<file path="src/bni_pkg.sv">
// Shared types and constants of the batch normalisation block.
// Used by bni_ctrl, bni_dp and batch_norm_inference; depends on nothing.
`default_nettype none

package bni_pkg;

    localparam int unsigned DEF_MAX_CHANNELS = 64;
    localparam int unsigned DEF_MAX_SPATIAL  = 16777216;

    localparam int CHANNEL_W   = 6;
    localparam int DATA_W      = 32;
    localparam int VAR_W       = 31;
    localparam int EPS_W       = 16;
    localparam int COUNT_W     = 7;
    localparam int SPATIAL_W   = 25;
    localparam int LIM_W       = 32;
    localparam int S_TDATA_W   = 168;
    localparam int M_TDATA_W   = 40;
    localparam int M_TUSER_W   = 2;
    localparam int CFG_INDEX_W = 2;
    localparam int CFG_DATA_W  = 32;
    localparam int TBL_W       = 3 * DATA_W + VAR_W;

    localparam logic [CFG_INDEX_W-1:0] CFG_EPSILON  = 2'd0;
    localparam logic [CFG_INDEX_W-1:0] CFG_CHANNELS = 2'd1;
    localparam logic [CFG_INDEX_W-1:0] CFG_SPATIAL  = 2'd2;

    localparam logic [EPS_W-1:0]     EPS_RESET     = 16'd1;
    localparam logic [COUNT_W-1:0]   COUNT_RESET   = 7'd1;
    localparam logic [SPATIAL_W-1:0] SPATIAL_RESET = 25'd1;

    localparam logic KIND_LOAD   = 1'b0;
    localparam logic KIND_SAMPLE = 1'b1;

    localparam int ROOT_W    = 24;
    localparam int RAD_W     = 48;
    localparam int SQREM_W   = 25;
    localparam int HALF_W    = 16;
    localparam int PROD_W    = 48;
    localparam int ACC_W     = 64;
    localparam int QUO_W     = 34;
    localparam int SUM_W     = 36;
    localparam int DIV_BITS  = 2;

    localparam int SQRT_STEPS = 24;
    localparam int DIV_STEPS  = 17;
    localparam int STEP_W     = 5;

    localparam logic [STEP_W-1:0] MUL_STEP_HI  = 5'd1;
    localparam logic [STEP_W-1:0] MUL_STEP_ADD = 5'd2;

    localparam logic [DATA_W-1:0] DATA_MAX = 32'h7FFF_FFFF;
    localparam logic [DATA_W-1:0] DATA_MIN = 32'h8000_0000;

    typedef struct packed {
        logic take_load;
        logic take_sample;
        logic latch;
        logic sqrt_step;
        logic mul_hi;
        logic acc_load;
        logic acc_add;
        logic div_prep;
        logic div_step;
        logic out_load;
    } bni_cmd_t;

    typedef struct packed {
        logic zero_den;
        logic out_free;
    } bni_status_t;

endpackage

`default_nettype wire

</file>
<file path="src/bni_ctrl.sv">
// Sequencer of the batch normalisation block: accepts words and steps the datapath.
// Depends on bni_pkg for the command and status structs.
`default_nettype none

module bni_ctrl (
    input  wire logic                  aclk,
    input  wire logic                  aresetn,
    input  wire logic                  s_tvalid,
    input  wire logic                  in_kind,
    output logic                       s_tready,
    input  wire bni_pkg::bni_status_t  status,
    output bni_pkg::bni_cmd_t          cmd
);

    localparam logic [2:0] ST_IDLE = 3'd0;
    localparam logic [2:0] ST_READ = 3'd1;
    localparam logic [2:0] ST_SQRT = 3'd2;
    localparam logic [2:0] ST_PREP = 3'd3;
    localparam logic [2:0] ST_DIV  = 3'd4;
    localparam logic [2:0] ST_FIN  = 3'd5;

    logic [2:0]                   state_reg, state_next;
    logic [bni_pkg::STEP_W-1:0]   step_reg, step_next;

    always_ff @(posedge aclk) begin
        if (!aresetn) begin
            state_reg <= ST_IDLE;
            step_reg  <= '0;
        end else begin
            state_reg <= state_next;
            step_reg  <= step_next;
        end
    end

    always_comb begin
        state_next = state_reg;
        step_next  = step_reg;
        cmd        = '0;
        s_tready   = 1'b0;
        case (state_reg)
            ST_IDLE: begin
                s_tready = 1'b1;
                if (s_tvalid) begin
                    if (in_kind == bni_pkg::KIND_SAMPLE) begin
                        cmd.take_sample = 1'b1;
                        state_next      = ST_READ;
                    end else begin
                        cmd.take_load = 1'b1;
                    end
                end
            end
            ST_READ: begin
                cmd.latch  = 1'b1;
                step_next  = '0;
                state_next = ST_SQRT;
            end
            ST_SQRT: begin
                if (status.zero_den) begin
                    state_next = ST_FIN;
                end else begin
                    cmd.sqrt_step = 1'b1;
                    cmd.mul_hi    = (step_reg == bni_pkg::MUL_STEP_HI);
                    cmd.acc_load  = (step_reg == bni_pkg::MUL_STEP_HI);
                    cmd.acc_add   = (step_reg == bni_pkg::MUL_STEP_ADD);
                    if (step_reg == bni_pkg::STEP_W'(bni_pkg::SQRT_STEPS - 1)) begin
                        step_next  = '0;
                        state_next = ST_PREP;
                    end else begin
                        step_next = step_reg + 1'b1;
                    end
                end
            end
            ST_PREP: begin
                cmd.div_prep = 1'b1;
                step_next    = '0;
                state_next   = ST_DIV;
            end
            ST_DIV: begin
                cmd.div_step = 1'b1;
                if (step_reg == bni_pkg::STEP_W'(bni_pkg::DIV_STEPS - 1)) begin
                    step_next  = '0;
                    state_next = ST_FIN;
                end else begin
                    step_next = step_reg + 1'b1;
                end
            end
            ST_FIN: begin
                if (status.out_free) begin
                    cmd.out_load = 1'b1;
                    state_next   = ST_IDLE;
                end
            end
            default: begin
                state_next = ST_IDLE;
            end
        endcase
    end

endmodule

`default_nettype wire

</file>
<file path="config.mk">
export PLATFORM = sky130hd
export DESIGN_NAME = bni_ctrl
export DESIGN_NICKNAME = d
export VERILOG_FILES = /design/src/bni_pkg.sv /design/src/bni_ctrl.sv
export SDC_FILE = /design/constraint.sdc
export NUM_CORES = 1
export LEC_CHECK = 0
export ABC_AREA = 1
export BUFFER_PORTS_ARGS = -buffer_cell sky130_fd_sc_hd__buf_2
export CAP_MARGIN = 0
export CORE_MARGIN = 4
export CORE_UTILIZATION = 35
export CTS_CLUSTER_SIZE = 20
export DETAILED_ROUTE_END_ITERATION = 10
export GPL_TIMING_DRIVEN = 0
export PLACE_DENSITY_LB_ADDON = 0.05
export SETUP_SLACK_MARGIN = 0.02
export SLEW_MARGIN = 25
export SYNTH_ARGS = -nofsm -noshare
export SYNTH_HDL_FRONTEND = slang
export SYNTH_SLANG_ARGS = --single-unit
</file>
<file path="constraint.sdc">
create_clock -name aclk -period 1 [get_ports aclk]
set_input_delay 0.25 -clock aclk [delete_from_list [all_inputs] [get_ports aclk]]
set_output_delay 0.25 -clock aclk [all_outputs]
set_load 0.005 [all_outputs]
</file>
After elaboration in Yosys (flattened, before gate mapping)
Cells that the tools add are included.
Storage, ports and cells
  logic and storage cells: 46
  input bits: 6
  output and inout bits: 11
  bits in registers: 8
Operators by class
  $add $sub $neg: 1
  reduce and logical (&&, ||, !) cells: 5
  mux-type cells: 23
  equality and inequality tests: 15
Operator list (count)
  3-bit two-way mux: 6
  3-bit one-hot mux with 6 select lines: 1
  5-bit two-way mux: 3
  5-bit one-hot mux with 3 select lines: 1
  5-bit == test, second input constant: 2
  2-bit inequality test, second input constant: 5
  1-bit two-way mux: 8
  4-bit two-way mux: 2
  3-bit by 2-bit == test with 1-bit output, second input constant: 2
  3-bit == test, second input constant: 2
  5-bit by 1-bit adder with 5-bit output, second input constant: 1
  5-bit by 1-bit == test with 1-bit output, second input constant: 1
  5-bit by 2-bit == test with 1-bit output, second input constant: 1
  5-bit AND reduction: 1
  2-bit two-way mux: 2
  3-bit by 1-bit == test with 1-bit output, second input constant: 1
  3-bit zero test: 1
  3-bit inequality test, second input constant: 1
  3-bit nonzero test: 1
  2-bit AND reduction: 1
  2-bit OR reduction: 1

Longest topological paths before layout
Gate-level depths: netlist of run 1.
  depth after elaboration: 4
  depth in mapped cells: 8
  gate-level depth less buffers: 8

Least setup slack after synthesis of run 1
Ideal clock, no wire load.
  path kind: reg2out
  start point: reg state_reg[0]
  end point: out cmd[5] (netlist bit)
  stages on the path, launching flop included: 5
  arrival: 897 ps
  path slack: -147 ps
  data required time: 750 ps
  path buffers: 1
  path through: dfxtp_1 nor2_1 nand3_1 nor2_1 buf_4
RTL lines
  start, declared: RTL line bni_ctrl.sv:22  | logic [2:0] state_reg, state_next;
  start signal, assigned: RTL line bni_ctrl.sv:30  | state_reg <= state_next;
  end, declared: RTL line bni_ctrl.sv:12  | output bni_pkg::bni_cmd_t cmd

==> qor.csv, run 1 <==
stage;metric;value;unit
cts;htreeDepth;1;
cts;cts.clk_slew.worst_paths;60;ps
cts;clock_latency;260;ps
floorplan;dieArea;2434;um2
timing;worst_pin_slew;270.8;ps
timing;fmax;709.5;MHz
logic_synthesis;synth_cell_types;20;
route;first_iter_violations;21;
critical_path;worstPathArrival;1160;ps
layout;finalInstanceArea;1087;um2
logic_synthesis;ys_ff_latch;8;
floorplan;die_x;49.34;um
cts;cts_buffers;3;
global_route;groute.usage.overall;0.1434;
critical_path;crit_buf_inv;2;
timing;rsz0062_at_grt;yes;
timing;maxSlewViolCount;0;
route;vias_per_cell;5.240;
power;p_leak;0.4631;nW
timing;fin_ws;-409.4;ps
cts;clock_path_buffers;2;
floorplan;rows;14;
logic_synthesis;synth_area_leaders;dfxtp_1 (27%), nand2_1 (16%), nor2_1 (14%);
critical_path;end_kind;primary output;
route;firstDrtPassIters;4;
place;gpl.final_weighted_congestion;0.7662;
cts;cts_sinks;8;
timing;fin_setup_tns;-5433;ps
global_route;grt_pass1_wl;2718;um
critical_path;required;750;ps
logic_synthesis;yosysTopAreaCell;dfxtp_1;
layout;drive_gt1_frac;0.6000;
cts;cts_tree;yes;
floorplan;fp.dieH;49.34;um
place;port_buffers;16;
logic_synthesis;synth_area;598.1;um2
route;vias;765;
cts;ctsRootBufferMaster;clkbuf_4;
route;drcViolationCount;0;
critical_path;cp_slowest_cell;dfxtp_4;
floorplan;pin_count;17;
timing;slew_headroom;0.8175;
critical_path;path_cells;nor2_4 -> nand3_4 -> nor2_2 -> buf_4 -> buf_6;
logic_synthesis;synth_warnings;0;
critical_path;cp-start-kind;flip-flop;
route;ant_nets;0;
global_route;overflow;0;
critical_path;path_max_fanout;5;
floorplan;core-area;1559;um2
run;maxCapViolations;0;
global_route;grt_pass1_vias;628;
route;wl;1965;um
logic_synthesis;synth_top_area_frac;0.2678;
timing;finClkSkew;0.5466;ps
power;irDropWorstVdd;0.001712;V
logic_synthesis;yosysSeqAreaShare;0.2678;
timing;setup_viol;19;
layout;nets;142;
timing;min_period_over_period;1.409;
critical_path;worst-r2r-setup-slack;-280;ps
critical_path;cp_slowest_stage_delay;370;ps
layout;largest_reg_flops;5;
logic_synthesis;postSynthAreaPerCell;6.103;um2
global_route;grt_max_degree;8;
logic_synthesis;syn_nets;108;
route;wl_per_cell;13.46;um
critical_path;critical_path.top_delay_family;flip-flops;
place;dp.cells;130;
logic_synthesis;syn_inst;98;
place;post_dp_cell_area;752.0;um2
run_status;violations;negative setup slack;
floorplan;start_util;0.3836;
timing;hold_viol;0;
layout;num_antenna_cells;0;
run_status;status;finished, violations left;
critical_path;path_class;reg -> out;
layout;syn_to_final_growth;81.80;%
global_route;antenna_found_initial;0;
timing;period_needed;1409;ps
layout;layout.cells.non_filler;146;
place;dp_hpwl;1192;um
hold_path;hold_class;in -> reg;
power;p_per_area;2281;nW/um2
==> worst register-to-register path, cell delays in order, from the launching register on <==
cell     delay (ps)
dfxtp_4         370
nor2_4          120
nand3_4          90
buf_4           140
buf_6           110
nand3_4         120
inv_4            50
o21ai_1         110
nor2_1           50
==> cell usage in the layout (no fill, tap or decap), types with 3 or more instances in the layout <==
cell,instances
buf_2,15
buf_4,6
buf_6,9
clkbuf_4,3
dfxtp_4,5
ha_4,3
inv_1,6
inv_4,5
nand2_1,19
nand2_2,3
nand2_4,5
nand3_1,3
nor2_1,15
nor2_2,3
nor2_4,6
nor3_2,4
==> stage by stage <==
stage | hold slack, ps | total power [mW] | util | setup slack, ps
2_1_floorplan | 363.9 | 1.164 | - | -69.43
3_3_place_gp | 481.4 | 1.419 | 0.4823 | -215.1
3_5_place_dp | 483.7 | 1.424 | 0.4823 | -227.3
4_1_cts | 269.1 | 1.949 | 0.5811 | -419.8
5_1_grt | 284.4 | 2.642 | 0.6974 | -488.8
6_report | 274.4 | 2.480 | 0.6974 | -409.4
==> final cells by class <==
class | count | area [um2]
Fill cell | 124 | 471.7
Timing Repair Buffer | 29 | 214.0
Inverter | 12 | 65.06
Buffer | 1 | 7.507
Tap cell | 16 | 20.02
Sequential cell | 8 | 181.4
Clock buffer | 3 | 22.52
Multi-Input combinational cell | 77 | 576.8
==> path summary, 6_finish.rpt <==
check / from / endpoint / cells past startpoint
setup / recovery: state_reg[0] / cmd[5] / 5
hold / removal: aresetn / state_reg[0] / 3
setup reg to reg: state_reg[0] / step_reg[0] / 8
hold reg to reg: step_reg[3] / step_reg[3] / 2
==> cell usage after synthesis <==
cell type,instances
inv_2,2
nand2_2,2
nor2_2,2
nor3_1,3
clkinv_2,1
o211ai_1,1
nand4_1,2
dfxtp_1,8
a21oi_1,1
nor3_2,1
nand3_1,6
inv_1,9
o21ai_0,3
a21oi_2,2
buf_4,1
nand3_2,1
nor2_1,22
ha_1,4
a31oi_1,1
nand2_1,26
==> report_power, final <==
group / internal [mW] / leakage, nW / switching (mW)
Combinational: 0.735 / 0.380 / 0.917
Clock: 0.138 / 0.0138 / 0.118
Sequential: 0.417 / 0.0697 / 0.156
==> cells by family after synthesis <==
group / count (synthesis) / synth area share
AOI/OAI and AO/OA: 8 / 0.08578
adders and majority gates: 4 / 0.08369
buffers and inverters: 13 / 0.08996
DFF: 8 / 0.2678
and+or+nand+nor: 65 / 0.4728
==> per-layer routing <==
layer,vias up,wire [um],GRT usage,part of all wire
met3,5,121,0.03670,0.062
met5,-,0,0,0
li1,378,-,-,-
met1,357,842,0.1934,0.43
met4,0,35,0.07583,0.018
met2,25,966,0.2054,0.49
==> what timing repair did <==
item / 4_1_cts / 5_1_grt
pin swaps: 7 / 12
buffers inserted: 9 / 5
hold buffers: 0 / 0
endpoints found under the setup margin: 19 / 19
resized for setup: 19 / 36
No activity file was read; power rests on OpenSTA's default activity.
==> run 2, diff against run 1 <==
--- a/config.mk
+++ b/config.mk
@@ -5,7 +5,6 @@
 export SDC_FILE = /design/constraint.sdc
 export NUM_CORES = 1
 export LEC_CHECK = 0
-export ABC_AREA = 1
 export BUFFER_PORTS_ARGS = -buffer_cell sky130_fd_sc_hd__buf_2
 export CAP_MARGIN = 0
 export CORE_MARGIN = 4
==> run 2 against run 1 <==
The flow still finishes with violations (negative setup slack). Cell count shrank 24%. Power down 55%. Worst setup slack lost 480 ps. Maximum frequency decreased by 25%.
==> qor.csv, run 2 <==
stage;metric;value;unit
timing;hold_viol;0;
logic_synthesis;synth_top_area_frac;0.2832;
power;p_per_area;1276;nW/um2
global_route;antenna_found_initial;0;
floorplan;pin_count;17;
timing;slew_headroom;0.6492;
route;first_iter_violations;6;
global_route;groute.usage.overall;0.1542;
logic_synthesis;synth_commonest_cells;dfxtp_1 (8), nor2_1 (7), ha_1 (4), nand2_1 (4);
hold_path;min-delay-start;aresetn;
route;vias_per_cell;5.252;
logic_synthesis;ys_ff_latch;8;
layout;final_cell_mix;buf_2 (12), buf_6 (9), nor2_1 (6), buf_4 (6), dfxtp_1 (5);
critical_path;path_class;reg -> out;
logic_synthesis;yosysTopAreaCell;dfxtp_1;
timing;fin_ws;-888.6;ps
timing;worst_pin_slew;519.2;ps
critical_path;worst-r2r-setup-slack;-780;ps
place;dp_hpwl;960.6;um
critical_path;cp_slowest_cell;or4b_4;
timing;min_period_over_period;1.889;
critical_path;cp-start-kind;flip-flop;
cts;ctsRootBufferMaster;clkbuf_4;
critical_path;end_kind;primary output;
floorplan;core-area;1524;um2
route;wl_per_cell;13.58;um
route;vias;583;
global_route;grt_pass1_vias;549;
cts;clock_path_buffers;2;
global_route;overflow;0;
timing;fin_setup_tns;-10610;ps
critical_path;path_max_fanout;2;
logic_synthesis;synth_area_leaders;dfxtp_1 (28%), ha_1 (8.8%), nor2_1 (4.6%);
timing;period_needed;1889;ps
cts;htreeDepth;1;
floorplan;fp.dieH;48.20;um
place;port_buffers;16;
layout;drive_gt1_frac;0.5158;
power;irDropWorstVdd;0.0008370;V
logic_synthesis;async_flop_share;0;
cts;cts_hold_repair.buffers;0;
critical_path;cp_slowest_stage_delay;540;ps
route;drcViolationCount;0;
logic_synthesis;ys.flop_type;dfxtp_1;
route;firstDrtPassIters;3;
layout;final_common_cell;buf_2;
logic_synthesis;synth.most_common_cell;dfxtp_1;
run_status;status;finished, violations left;
critical_path;r2r-end;state_reg[0];
cts;cts_buffers;3;
cts;cts_tree;yes;
critical_path;critical_path.top_delay_family;simple AND/OR/NAND/NOR gates;
critical_path;reg2regPathDepth;6;
layout;syn_to_final_growth;56.19;%
critical_path;crit_path_frequent_cell;buf_6;
power;p_leak;0.4066;nW
logic_synthesis;postSynthAreaPerCell;8.317;um2
logic_synthesis;synth_edf_count;0;
cts;cts_sinks;8;
hold_path;hold_depth;2;
timing;maxSlewViolCount;0;
place;gpl.final_weighted_congestion;0.7406;
floorplan;die_x;48.20;um
logic_synthesis;synth_warnings;0;
timing;holdWs;279.8;ps
critical_path;worstPathArrival;1640;ps
global_route;grt_max_degree;10;
layout;nets;107;
floorplan;rows;14;
hold_path;min_to;state_reg[2];
layout;nFillCells;135;
timing;finClkSkew;6.939;ps
route;ant_nets;0;
logic_synthesis;synth_cell_types;35;
run;maxCapViolations;0;
route;wl;1507;um
timing;setup_viol;19;
floorplan;start_util;0.3711;
run_status;violations;negative setup slack;
logic_synthesis;syn_nets;78;
cts;cts.clk_slew.worst_paths;60;ps
logic_synthesis;synth_area;565.5;um2
cts;clock_latency;260;ps
floorplan;dieArea;2323;um2
critical_path;timing.rr.start;step_reg[0];
place;dp_slack;-894.9;ps
critical_path;required;750;ps
layout;largest_reg_flops;5;
logic_synthesis;syn_inst;68;
critical_path;crit_buf_inv;2;
timing;rsz0062_at_grt;yes;
logic_synthesis;yosysSeqAreaShare;0.2832;
layout;num_antenna_cells;0;
hold_path;hold_class;in -> reg;
global_route;grt_pass1_wl;2380;um
timing;fmax;529.5;MHz
critical_path;path_cells;or4b_4 -> nor4_4 -> and2_4 -> buf_6 -> buf_6;
-- run 2: worst max-delay path by stage --
stage / slack [ps] / from / end / cells past startpoint
global route: -960 / state_reg[0] / cmd[5] / 5
floorplan: -730 / state_reg[0] / cmd[5] / 6
detailed placement: -890 / state_reg[1] / cmd[5] / 6
CTS: -1120 / state_reg[2] / cmd[5] / 6
finish: -890 / state_reg[0] / cmd[5] / 5
global placement: -900 / state_reg[1] / cmd[5] / 6
-- run 2: cell type report --
type	instances	area (um2)	area share
sequential	8	171.4	0.1941
buffer	1	11.26	0.01275
timing repair buffer	27	210.2	0.2380
inverter	4	20.02	0.02266
clock buffer	3	22.52	0.02550
multi-input combinational	52	427.9	0.4844
tap	16	20.02	0.02266
-- run 2: metrics by stage --
| step | cell area (um2) | util | total power, mW | std cells |
|---|---|---|---|---|
| finish | 883.3 | 0.5796 | 1.127 | 111 |
| detailed placement | 690.7 | 0.4532 | 0.6981 | 100 |
| floorplan | 590.6 | - | 0.5970 | 68 |
| global placement | 690.7 | 0.4532 | 0.6940 | 100 |
| CTS | 830.8 | 0.5452 | 1.074 | 111 |
| global route | 883.3 | 0.5796 | 1.200 | 111 |
-- run 2: per-layer routing --
layer | up-vias | GRT usage | share of wire
met2 | 15 | 0.2786 | 0.52
met1 | 271 | 0.1648 | 0.43
met4 | 0 | 0.06452 | 0
met3 | 0 | 0.04428 | 0.050
met5 | - | 0 | 0
li1 | 297 | - | -
-- run 2: report_power, final --
part / internal, mW / total, mW / switching (mW)
Sequential: 0.350 / 0.377 / 0.0270
Combinational: 0.271 / 0.493 / 0.222
Clock: 0.138 / 0.257 / 0.119
Total: 0.759 / 1.13 / 0.368
-- run 2: cell families (layout without fill, tap and decap cells) --
family,count (synthesis),count (layout),share of synthesized area
and+or+nand+nor,29,29,0.3031
AOI/OAI and AO/OA,16,16,0.2013
DFF,8,8,0.2832
buffers and inverters,8,35,0.07741
adders and majority gates,4,4,0.08850
xor gates and xnor gates,3,3,0.04647
-- run 2: timing repair --
| action | CTS | global route |
|---|---|---|
| buffers inserted | 10 | 2 |
| setup endpoints to repair | 19 | 19 |
| resized for setup | 20 | 13 |
| pin swaps | 8 | 6 |
